[src/rpcm_pkg.sv]
// ----------------------------------------------------------------------------
// Read pair consensus merge package
// Shared widths, character codes and types for the consensus merge block.
// ----------------------------------------------------------------------------
package rpcm_pkg;

  localparam int unsigned CharW   = 8;
  localparam int unsigned OffsetW = 7;
  localparam int unsigned CountW  = 11;
  localparam int unsigned TotalW  = 12;
  localparam int unsigned CfgIdxW = 1;

  localparam logic [CharW-1:0] CHAR_N     = 8'h4E;
  localparam logic [CharW-1:0] CHAR_C     = 8'h43;
  localparam logic [CharW-1:0] CHAR_G     = 8'h47;
  localparam logic [CharW-1:0] CHAR_T     = 8'h54;
  localparam logic [CharW-1:0] CHAR_A     = 8'h41;
  localparam logic [CharW-1:0] CHAR_LC_A  = 8'h61;
  localparam logic [CharW-1:0] CHAR_LC_Z  = 8'h7A;
  localparam logic [CharW-1:0] CASE_DELTA = 8'h20;

  localparam logic signed [10:0] QUAL_CAP = 11'sd40;

  localparam logic [CountW-1:0] COUNT_MAX = {CountW{1'b1}};

  localparam logic [CfgIdxW-1:0] CFG_QUAL_OFFSET_IN  = 1'b0;
  localparam logic [CfgIdxW-1:0] CFG_QUAL_OFFSET_OUT = 1'b1;

  localparam logic [OffsetW-1:0] OFFSET_RESET = 7'd33;

  typedef struct packed {
    logic unknown;
    logic mismatch;
  } pair_class_t;

endpackage

[src/read_pair_consensus_merge.sv]
// ----------------------------------------------------------------------------
// Read pair consensus merge
// Top level: input register, merge logic, read statistics, result register.
// ----------------------------------------------------------------------------
// The block takes one aligned base pair per cycle while the output side is not
// stalling and returns one consensus base, quality and running mismatch total
// per pair, registered first in the input register and then in the result
// register. The pair counters update as an item moves from the input register
// into the result register, so one pair per clock is sustained while the
// output side keeps taking transfers. Offset registers must be written only
// while the block is empty.
module read_pair_consensus_merge (
  input  logic                         clk_i,
  input  logic                         rst_ni,
  input  logic                         cfg_we_i,
  input  logic [rpcm_pkg::CfgIdxW-1:0] cfg_index_i,
  input  logic [rpcm_pkg::OffsetW-1:0] cfg_data_i,
  input  logic                         in_valid_i,
  output logic                         in_stall_o,
  input  logic [rpcm_pkg::CharW-1:0]   base_a_i,
  input  logic [rpcm_pkg::CharW-1:0]   qual_a_i,
  input  logic [rpcm_pkg::CharW-1:0]   base_b_i,
  input  logic [rpcm_pkg::CharW-1:0]   qual_b_i,
  input  logic                         bisulfite_mode_i,
  input  logic                         last_in_i,
  output logic                         out_valid_o,
  input  logic                         out_stall_i,
  output logic [rpcm_pkg::CharW-1:0]   merged_base_o,
  output logic [rpcm_pkg::CharW-1:0]   merged_qual_o,
  output logic [rpcm_pkg::TotalW-1:0]  mismatch_total_o,
  output logic                         last_out_o
);

  logic [rpcm_pkg::OffsetW-1:0] offset_in_q;
  logic [rpcm_pkg::OffsetW-1:0] offset_out_q;

  logic                       in_valid_q;
  logic [rpcm_pkg::CharW-1:0] base_a_q;
  logic [rpcm_pkg::CharW-1:0] qual_a_q;
  logic [rpcm_pkg::CharW-1:0] base_b_q;
  logic [rpcm_pkg::CharW-1:0] qual_b_q;
  logic                       bisulfite_q;
  logic                       last_q;

  logic                        out_valid_q;
  logic [rpcm_pkg::CharW-1:0]  merged_base_q;
  logic [rpcm_pkg::CharW-1:0]  merged_qual_q;
  logic [rpcm_pkg::TotalW-1:0] total_q;
  logic                        last_out_q;

  logic [rpcm_pkg::CharW-1:0]  merged_base_w;
  logic [rpcm_pkg::CharW-1:0]  merged_qual_w;
  logic [rpcm_pkg::TotalW-1:0] total_w;
  rpcm_pkg::pair_class_t       pair_class;

  logic out_ready;
  logic advance;
  logic in_xfer;

  assign out_ready  = !out_valid_q || !out_stall_i;
  assign advance    = in_valid_q && out_ready;
  assign in_stall_o = in_valid_q && !out_ready;
  assign in_xfer    = in_valid_i && !in_stall_o;

  always_ff @(posedge clk_i or negedge rst_ni) begin
    if (!rst_ni) begin
      offset_in_q  <= rpcm_pkg::OFFSET_RESET;
      offset_out_q <= rpcm_pkg::OFFSET_RESET;
    end else if (cfg_we_i) begin
      case (cfg_index_i)
        rpcm_pkg::CFG_QUAL_OFFSET_IN:  offset_in_q  <= cfg_data_i;
        rpcm_pkg::CFG_QUAL_OFFSET_OUT: offset_out_q <= cfg_data_i;
        default: begin
        end
      endcase
    end
  end

  always_ff @(posedge clk_i or negedge rst_ni) begin
    if (!rst_ni) begin
      in_valid_q  <= 1'b0;
      out_valid_q <= 1'b0;
    end else begin
      if (!in_stall_o) begin
        in_valid_q <= in_valid_i;
      end
      if (out_ready) begin
        out_valid_q <= in_valid_q;
      end
    end
  end

  always_ff @(posedge clk_i) begin
    if (in_xfer) begin
      base_a_q    <= base_a_i;
      qual_a_q    <= qual_a_i;
      base_b_q    <= base_b_i;
      qual_b_q    <= qual_b_i;
      bisulfite_q <= bisulfite_mode_i;
      last_q      <= last_in_i;
    end
    if (advance) begin
      merged_base_q <= merged_base_w;
      merged_qual_q <= merged_qual_w;
      total_q       <= total_w;
      last_out_q    <= last_q;
    end
  end

  rpcm_base_merge u_base_merge (
    .base_a_i         (base_a_q),
    .qual_a_i         (qual_a_q),
    .base_b_i         (base_b_q),
    .qual_b_i         (qual_b_q),
    .bisulfite_mode_i (bisulfite_q),
    .offset_in_i      (offset_in_q),
    .offset_out_i     (offset_out_q),
    .merged_base_o    (merged_base_w),
    .merged_qual_o    (merged_qual_w),
    .pair_class_o     (pair_class)
  );

  rpcm_read_stats u_read_stats (
    .clk_i        (clk_i),
    .rst_ni       (rst_ni),
    .advance_i    (advance),
    .last_i       (last_q),
    .pair_class_i (pair_class),
    .total_o      (total_w)
  );

  assign out_valid_o      = out_valid_q;
  assign merged_base_o    = merged_base_q;
  assign merged_qual_o    = merged_qual_q;
  assign mismatch_total_o = total_q;
  assign last_out_o       = last_out_q;

endmodule

[src/rpcm_base_merge.sv]
// ----------------------------------------------------------------------------
// Base merge
// Combinational consensus of one base pair: picks the base and quality and
// classifies the pair as holding an N or as a mismatch.
// ----------------------------------------------------------------------------
module rpcm_base_merge (
  input  logic [rpcm_pkg::CharW-1:0]   base_a_i,
  input  logic [rpcm_pkg::CharW-1:0]   qual_a_i,
  input  logic [rpcm_pkg::CharW-1:0]   base_b_i,
  input  logic [rpcm_pkg::CharW-1:0]   qual_b_i,
  input  logic                         bisulfite_mode_i,
  input  logic [rpcm_pkg::OffsetW-1:0] offset_in_i,
  input  logic [rpcm_pkg::OffsetW-1:0] offset_out_i,
  output logic [rpcm_pkg::CharW-1:0]   merged_base_o,
  output logic [rpcm_pkg::CharW-1:0]   merged_qual_o,
  output rpcm_pkg::pair_class_t        pair_class_o
);

  logic [rpcm_pkg::CharW-1:0] ca;
  logic [rpcm_pkg::CharW-1:0] cb;
  logic [rpcm_pkg::CharW-1:0] off_in_w;
  logic [rpcm_pkg::CharW-1:0] off_out_w;
  logic signed [10:0]         sum_raw;
  logic signed [10:0]         sum_cap;
  logic [rpcm_pkg::CharW-1:0] qual_sum;
  logic [rpcm_pkg::CharW-1:0] qual_pass;
  logic                       a_is_n;
  logic                       b_is_n;
  logic                       converted;

  assign ca = (base_a_i >= rpcm_pkg::CHAR_LC_A && base_a_i <= rpcm_pkg::CHAR_LC_Z)
              ? base_a_i - rpcm_pkg::CASE_DELTA : base_a_i;
  assign cb = (base_b_i >= rpcm_pkg::CHAR_LC_A && base_b_i <= rpcm_pkg::CHAR_LC_Z)
              ? base_b_i - rpcm_pkg::CASE_DELTA : base_b_i;

  assign off_in_w  = {1'b0, offset_in_i};
  assign off_out_w = {1'b0, offset_out_i};

  assign a_is_n = (ca == rpcm_pkg::CHAR_N);
  assign b_is_n = (cb == rpcm_pkg::CHAR_N);

  assign converted = bisulfite_mode_i &&
                     ((ca == rpcm_pkg::CHAR_T && cb == rpcm_pkg::CHAR_C) ||
                      (ca == rpcm_pkg::CHAR_G && cb == rpcm_pkg::CHAR_A));

  assign sum_raw = $signed({3'b000, qual_a_i}) + $signed({3'b000, qual_b_i})
                   - $signed({2'b00, off_in_w, 1'b0});
  assign sum_cap  = (sum_raw > rpcm_pkg::QUAL_CAP) ? rpcm_pkg::QUAL_CAP : sum_raw;
  assign qual_sum = sum_cap[rpcm_pkg::CharW-1:0] + off_out_w;

  assign qual_pass = (b_is_n ? qual_a_i : qual_b_i) - off_in_w + off_out_w;

  always_comb begin
    merged_base_o = cb;
    merged_qual_o = qual_sum;
    pair_class_o  = '0;
    if (a_is_n || b_is_n) begin
      merged_base_o        = b_is_n ? ca : cb;
      merged_qual_o        = qual_pass;
      pair_class_o.unknown = 1'b1;
    end else if (ca == cb) begin
      if (bisulfite_mode_i && (cb == rpcm_pkg::CHAR_C || cb == rpcm_pkg::CHAR_G)) begin
        merged_base_o = cb + rpcm_pkg::CASE_DELTA;
      end
    end else if (converted) begin
      merged_base_o = (cb == rpcm_pkg::CHAR_C) ? rpcm_pkg::CHAR_C : rpcm_pkg::CHAR_G;
    end else begin
      pair_class_o.mismatch = 1'b1;
      if (qual_a_i > qual_b_i) begin
        merged_base_o = ca;
        merged_qual_o = qual_a_i - qual_b_i + off_out_w;
      end else if (qual_a_i < qual_b_i) begin
        merged_base_o = cb;
        merged_qual_o = qual_b_i - qual_a_i + off_out_w;
      end else begin
        merged_base_o = rpcm_pkg::CHAR_N;
        merged_qual_o = off_out_w;
      end
    end
  end

endmodule

[src/rpcm_read_stats.sv]
// ----------------------------------------------------------------------------
// Read statistics
// Saturating pair, N and mismatch counters of the current read, and the
// mismatch total, plus the N count on a last pair when over a third had an N.
// ----------------------------------------------------------------------------
module rpcm_read_stats (
  input  logic                         clk_i,
  input  logic                         rst_ni,
  input  logic                         advance_i,
  input  logic                         last_i,
  input  rpcm_pkg::pair_class_t        pair_class_i,
  output logic [rpcm_pkg::TotalW-1:0]  total_o
);

  logic [rpcm_pkg::CountW-1:0] mismatch_q, mismatch_d;
  logic [rpcm_pkg::CountW-1:0] unknown_q, unknown_d;
  logic [rpcm_pkg::CountW-1:0] pair_q, pair_d;
  logic [rpcm_pkg::CountW-1:0] mismatch_new;
  logic [rpcm_pkg::CountW-1:0] unknown_new;
  logic [rpcm_pkg::CountW-1:0] pair_new;
  logic [rpcm_pkg::CountW+1:0] unknown_x3;
  logic                        penalty;

  assign pair_new = (pair_q == rpcm_pkg::COUNT_MAX) ? pair_q : pair_q + 1'b1;
  assign unknown_new = (pair_class_i.unknown && unknown_q != rpcm_pkg::COUNT_MAX)
                       ? unknown_q + 1'b1 : unknown_q;
  assign mismatch_new = (pair_class_i.mismatch && mismatch_q != rpcm_pkg::COUNT_MAX)
                        ? mismatch_q + 1'b1 : mismatch_q;

  assign unknown_x3 = {1'b0, unknown_new, 1'b0} + {2'b00, unknown_new};
  assign penalty    = last_i && (unknown_x3 > {2'b00, pair_new});

  assign total_o = {1'b0, mismatch_new}
                   + (penalty ? {1'b0, unknown_new} : {rpcm_pkg::TotalW{1'b0}});

  always_comb begin
    mismatch_d = mismatch_q;
    unknown_d  = unknown_q;
    pair_d     = pair_q;
    if (advance_i) begin
      if (last_i) begin
        mismatch_d = '0;
        unknown_d  = '0;
        pair_d     = '0;
      end else begin
        mismatch_d = mismatch_new;
        unknown_d  = unknown_new;
        pair_d     = pair_new;
      end
    end
  end

  always_ff @(posedge clk_i or negedge rst_ni) begin
    if (!rst_ni) begin
      mismatch_q <= '0;
      unknown_q  <= '0;
      pair_q     <= '0;
    end else begin
      mismatch_q <= mismatch_d;
      unknown_q  <= unknown_d;
      pair_q     <= pair_d;
    end
  end

endmodule

[config.mk]
export PLATFORM = sky130hd
export DESIGN_NAME = read_pair_consensus_merge
export DESIGN_NICKNAME = d
export VERILOG_FILES = /design/src/rpcm_pkg.sv /design/src/read_pair_consensus_merge.sv /design/src/rpcm_base_merge.sv /design/src/rpcm_read_stats.sv
export SDC_FILE = /design/constraint.sdc
export NUM_CORES = 1
export LEC_CHECK = 0
export ABC_AREA = 1
export BUFFER_PORTS_ARGS = -buffer_cell sky130_fd_sc_hd__buf_2
export CORE_MARGIN = 4
export CORE_UTILIZATION = 40
export CTS_CLUSTER_SIZE = 20
export DETAILED_ROUTE_END_ITERATION = 10
export GPL_ROUTABILITY_DRIVEN = 0
export SETUP_SLACK_MARGIN = 0.02
export SKIP_LAST_GASP = 1
export SLEW_MARGIN = 20
export SYNTH_ARGS = -nofsm -noshare
export SYNTH_HDL_FRONTEND = slang
export SYNTH_HIERARCHICAL = 1
export SYNTH_SLANG_ARGS = --single-unit
[constraint.sdc]
create_clock -name clk_i -period 6.1 [get_ports clk_i]
set_input_delay 0.305 -clock clk_i [delete_from_list [all_inputs] [get_ports clk_i]]
set_output_delay 0.305 -clock clk_i [all_outputs]
set_load 0.02 [all_outputs]
==> results.sh <==
export IMPL_detail_route_antenna_nets=0
export IMPL_syn_inst=1245
export IMPL_postSynthRegisterBits=112
export IMPL_cpMostUsedCell="inv_2"
export IMPL_grtUsageTotal_pct=18.1
export IMPL_clock_sinks=112
export IMPL_wl_per_cell_um=14.8
export IMPL_core_area_um2=24500
export IMPL_slowest_stage="nor4_1"
export IMPL_criticalPathCategory="register to register"
export IMPL_avgSynthCellArea_um2=8.02
export IMPL_clockBufferDepth=2
export IMPL_overflow=0
export IMPL_drt_pre_antenna_iters=4
export IMPL_n_antenna_cell=0
export IMPL_fp_dieW_um=166
export IMPL_die_area_um2=27600
export IMPL_yosys_top_cells_area="edfxtp_1 (19%), ha_1 (11%), dfrtp_1 (11%)"
export IMPL_drc_errors=0
export IMPL_placed_cell_area_um2=11000
export IMPL_drt_iter0_drc=489
export IMPL_hold_viol_final=0
export IMPL_portBuffers=77
export IMPL_cp_max_fo=4
export IMPL_synthesis_nets=1414
export IMPL_fin_hold_ws_ns=0.0572
export IMPL_slowest_delay_ns=0.48
export IMPL_critPathLaunchType="register"
export IMPL_synth_top_area_share_pct=18.9
export IMPL_fin_nets=1542
export IMPL_start_util_pct=40.8
export IMPL_num_vias=8431
export IMPL_numCtsBuffers=9
export IMPL_yosysSeqAreaShare_pct=31.3
export IMPL_synth_ff_type="edfxtp_1"
export IMPL_layout_common_cells="nand2_1 (249), inv_1 (225), ha_1 (80)"
export IMPL_power_total_uw=2770
export IMPL_max_cap_viol_count=0
export IMPL_synth_cell_types=54
export IMPL_cp_required_ns=6.22
export IMPL_row_count=57
export IMPL_wl_mm=25.1
export IMPL_rsz0062_at_grt="true"
export IMPL_yosys_warnings=6
export IMPL_slew_limit_headroom_pct=30.4
export IMPL_cts_htree_levels=3
export IMPL_clock_fmax_mhz=171
export IMPL_clock_latency_ns=0.37
export IMPL_drive_gt1_share_pct=22.0
export IMPL_async_flop_share_pct=43.8
export IMPL_final_common_cell="nand2_1"
export IMPL_leakage_uw=0.00589
export IMPL_period_share_pct=95.7
export IMPL_grt_pass1_vias=8378
export IMPL_fin_area_um2=11800
export IMPL_grt_pass1_wl_mm=41.2
export IMPL_cts_hold_buf=0
export IMPL_grt_max_degree=57
export IMPL_vias_per_cell=4.95
export IMPL_antenna_found_initial=0
export IMPL_final_util_pct=48.2
export IMPL_min_path_type="input port to asynchronous set/reset pin"
export IMPL_skew_ns=0.0170
export IMPL_setup_ws_ns=0.264
export IMPL_fin_crit_ns=5.84
export IMPL_synth_top_area_cell="edfxtp_1"
export IMPL_fillers=2353
export IMPL_dp_hpwl_mm=19.8
export IMPL_drv_slew=0
export IMPL_dp_slack_ns=-0.179
export IMPL_peakVddDrop_mv=0.130
export IMPL_cts_tree="built"
export IMPL_io_pins=78
export IMPL_critPathCaptureType="register"
export IMPL_arrival_ns=5.95
export IMPL_worst_pin_slew_ns=1.04
export IMPL_syn_to_final_growth_pct=18.0
export IMPL_netlist_area_um2=9980
export IMPL_status="finished, final reports clean"
export IMPL_finalSetupViolCount=0
export IMPL_clk_pin_slew_ns=0.08
export IMPL_p_per_area_nw_per_um2=235
export IMPL_cts_root_buf="clkbuf_16"
export IMPL_die_h_um=166
export IMPL_synth_edf_count=63
-- critical path: cells and delay by family (launching register included) --
kind                       cells  cell delay (ns)
and+or+nand+nor               11             1.48
AOI/OAI and AO/OA             11             1.35
adders and majority gates      4             1.08
buffers and inverters          9             0.82
DFF                            1             0.43
xor gates and xnor gates       3             0.40
-- area by class of cell --
type / count / area [um^2] / area share (%)
Multi-Input combinational cell: 870 / 6160 / 52.3
Sequential cell: 112 / 3120 / 26.5
Inverter: 242 / 913 / 7.75
Timing Repair Buffer: 138 / 855 / 7.25
Tap cell: 324 / 405 / 3.44
Clock buffer: 9 / 225 / 1.91
Clock inverter: 7 / 98.8 / 0.839
-- metrics by stage --
stage / cells / TNS [ns]
after floorplan: 1245 / 0
after global placement: 1665 / -0.0313
after detailed placement: 1665 / -0.333
after CTS: 1681 / 0
after global routing: 1702 / -0.157
final: 1702 / 0
-- routing by layer --
metal | GRT usage [%] | wire, um | vias to the layer above
met1 | 23.7 | 11500 | 3952
met2 | 30.9 | 12100 | 171
li1 | - | - | 4271
met5 | 0 | 0 | -
met3 | 2.83 | 1020 | 37
met4 | 5.38 | 558 | 0
-- power by group --
group,leakage (uW),switching [uW],internal [uW]
registers,0.00125,54.1,887
clock network,0.000159,296,365
logic,0.00448,724,447
total,0.00589,1070,1700
-- cell usage after synthesis (2+ instances only) --
| library cell | number |
|---|---|
| a211oi_1 | 2 |
| a21o_1 | 6 |
| a21oi_1 | 54 |
| a22oi_1 | 2 |
| a31oi_1 | 7 |
| and2_1 | 2 |
| buf_6 | 10 |
| clkbuf_1 | 10 |
| dfrtp_1 | 45 |
| dfstp_2 | 4 |
| edfxtp_1 | 63 |
| fa_1 | 31 |
| ha_1 | 91 |
| inv_1 | 233 |
| inv_2 | 6 |
| inv_4 | 2 |
| nand2_1 | 254 |
| nand2_2 | 35 |
| nand2_4 | 7 |
| nand3_1 | 74 |
| nand3_2 | 5 |
| nand3_4 | 4 |
| nand4_1 | 21 |
| nor2_1 | 62 |
| nor2_2 | 18 |
| nor2_4 | 5 |
| nor3_1 | 8 |
| nor4_1 | 7 |
| o211ai_1 | 3 |
| o21a_1 | 2 |
| o21ai_0 | 47 |
| o21ai_1 | 5 |
| o21ai_2 | 3 |
| o21bai_1 | 4 |
| o22ai_1 | 31 |
| o31ai_1 | 2 |
| xnor2_1 | 19 |
| xor2_1 | 45 |
-- path summary, 6_finish.rpt --
check                               startpoint                        end  slack, ns  depth (start not counted)
worst max-delay path               base_a_q[0]       mismatch_total_o[10]       0.26                         38
worst min-delay path                    rst_ni  u_read_stats/unknown_q[3]       0.06                          2
min in group clk_i                 qual_b_i[2]                qual_b_q[2]       0.11                          1
worst min register to register  offset_in_q[5]             offset_in_q[5]       0.50                          2
max in group asynchronous               rst_ni            offset_out_q[3]       5.60                          2
worst max register to register     base_a_q[0]       mismatch_total_o[10]       0.26                         38
-- timing repair --
action | 4_1_cts | 5_1_grt
resized for setup | 14 | 59
setup buffers | 0 | 21
pin swaps | 2 | 40
setup endpoints to repair | 3 | 4
-- registers in the layout (all words and copies together), names as in the netlist, 11 cells and up --
| name | flops |
|---|---|
| mismatch_total_o | 12 |
| u_read_stats/mismatch_q | 11 |
| u_read_stats/pair_q | 11 |
| u_read_stats/unknown_q | 11 |
-- cell families after synthesis --
logic type / after synthesis / share of synthesized area, %
XOR/XNOR: 64 / 5.61
adder cells (fa/ha/maj): 122 / 17.6
buffers and inverters: 263 / 10.7
flip-flops: 112 / 31.3
AO/OA/AOI/OAI: 173 / 10.1
AND/OR/NAND/NOR: 511 / 24.7
No activity file was read; power rests on OpenSTA's default activity.
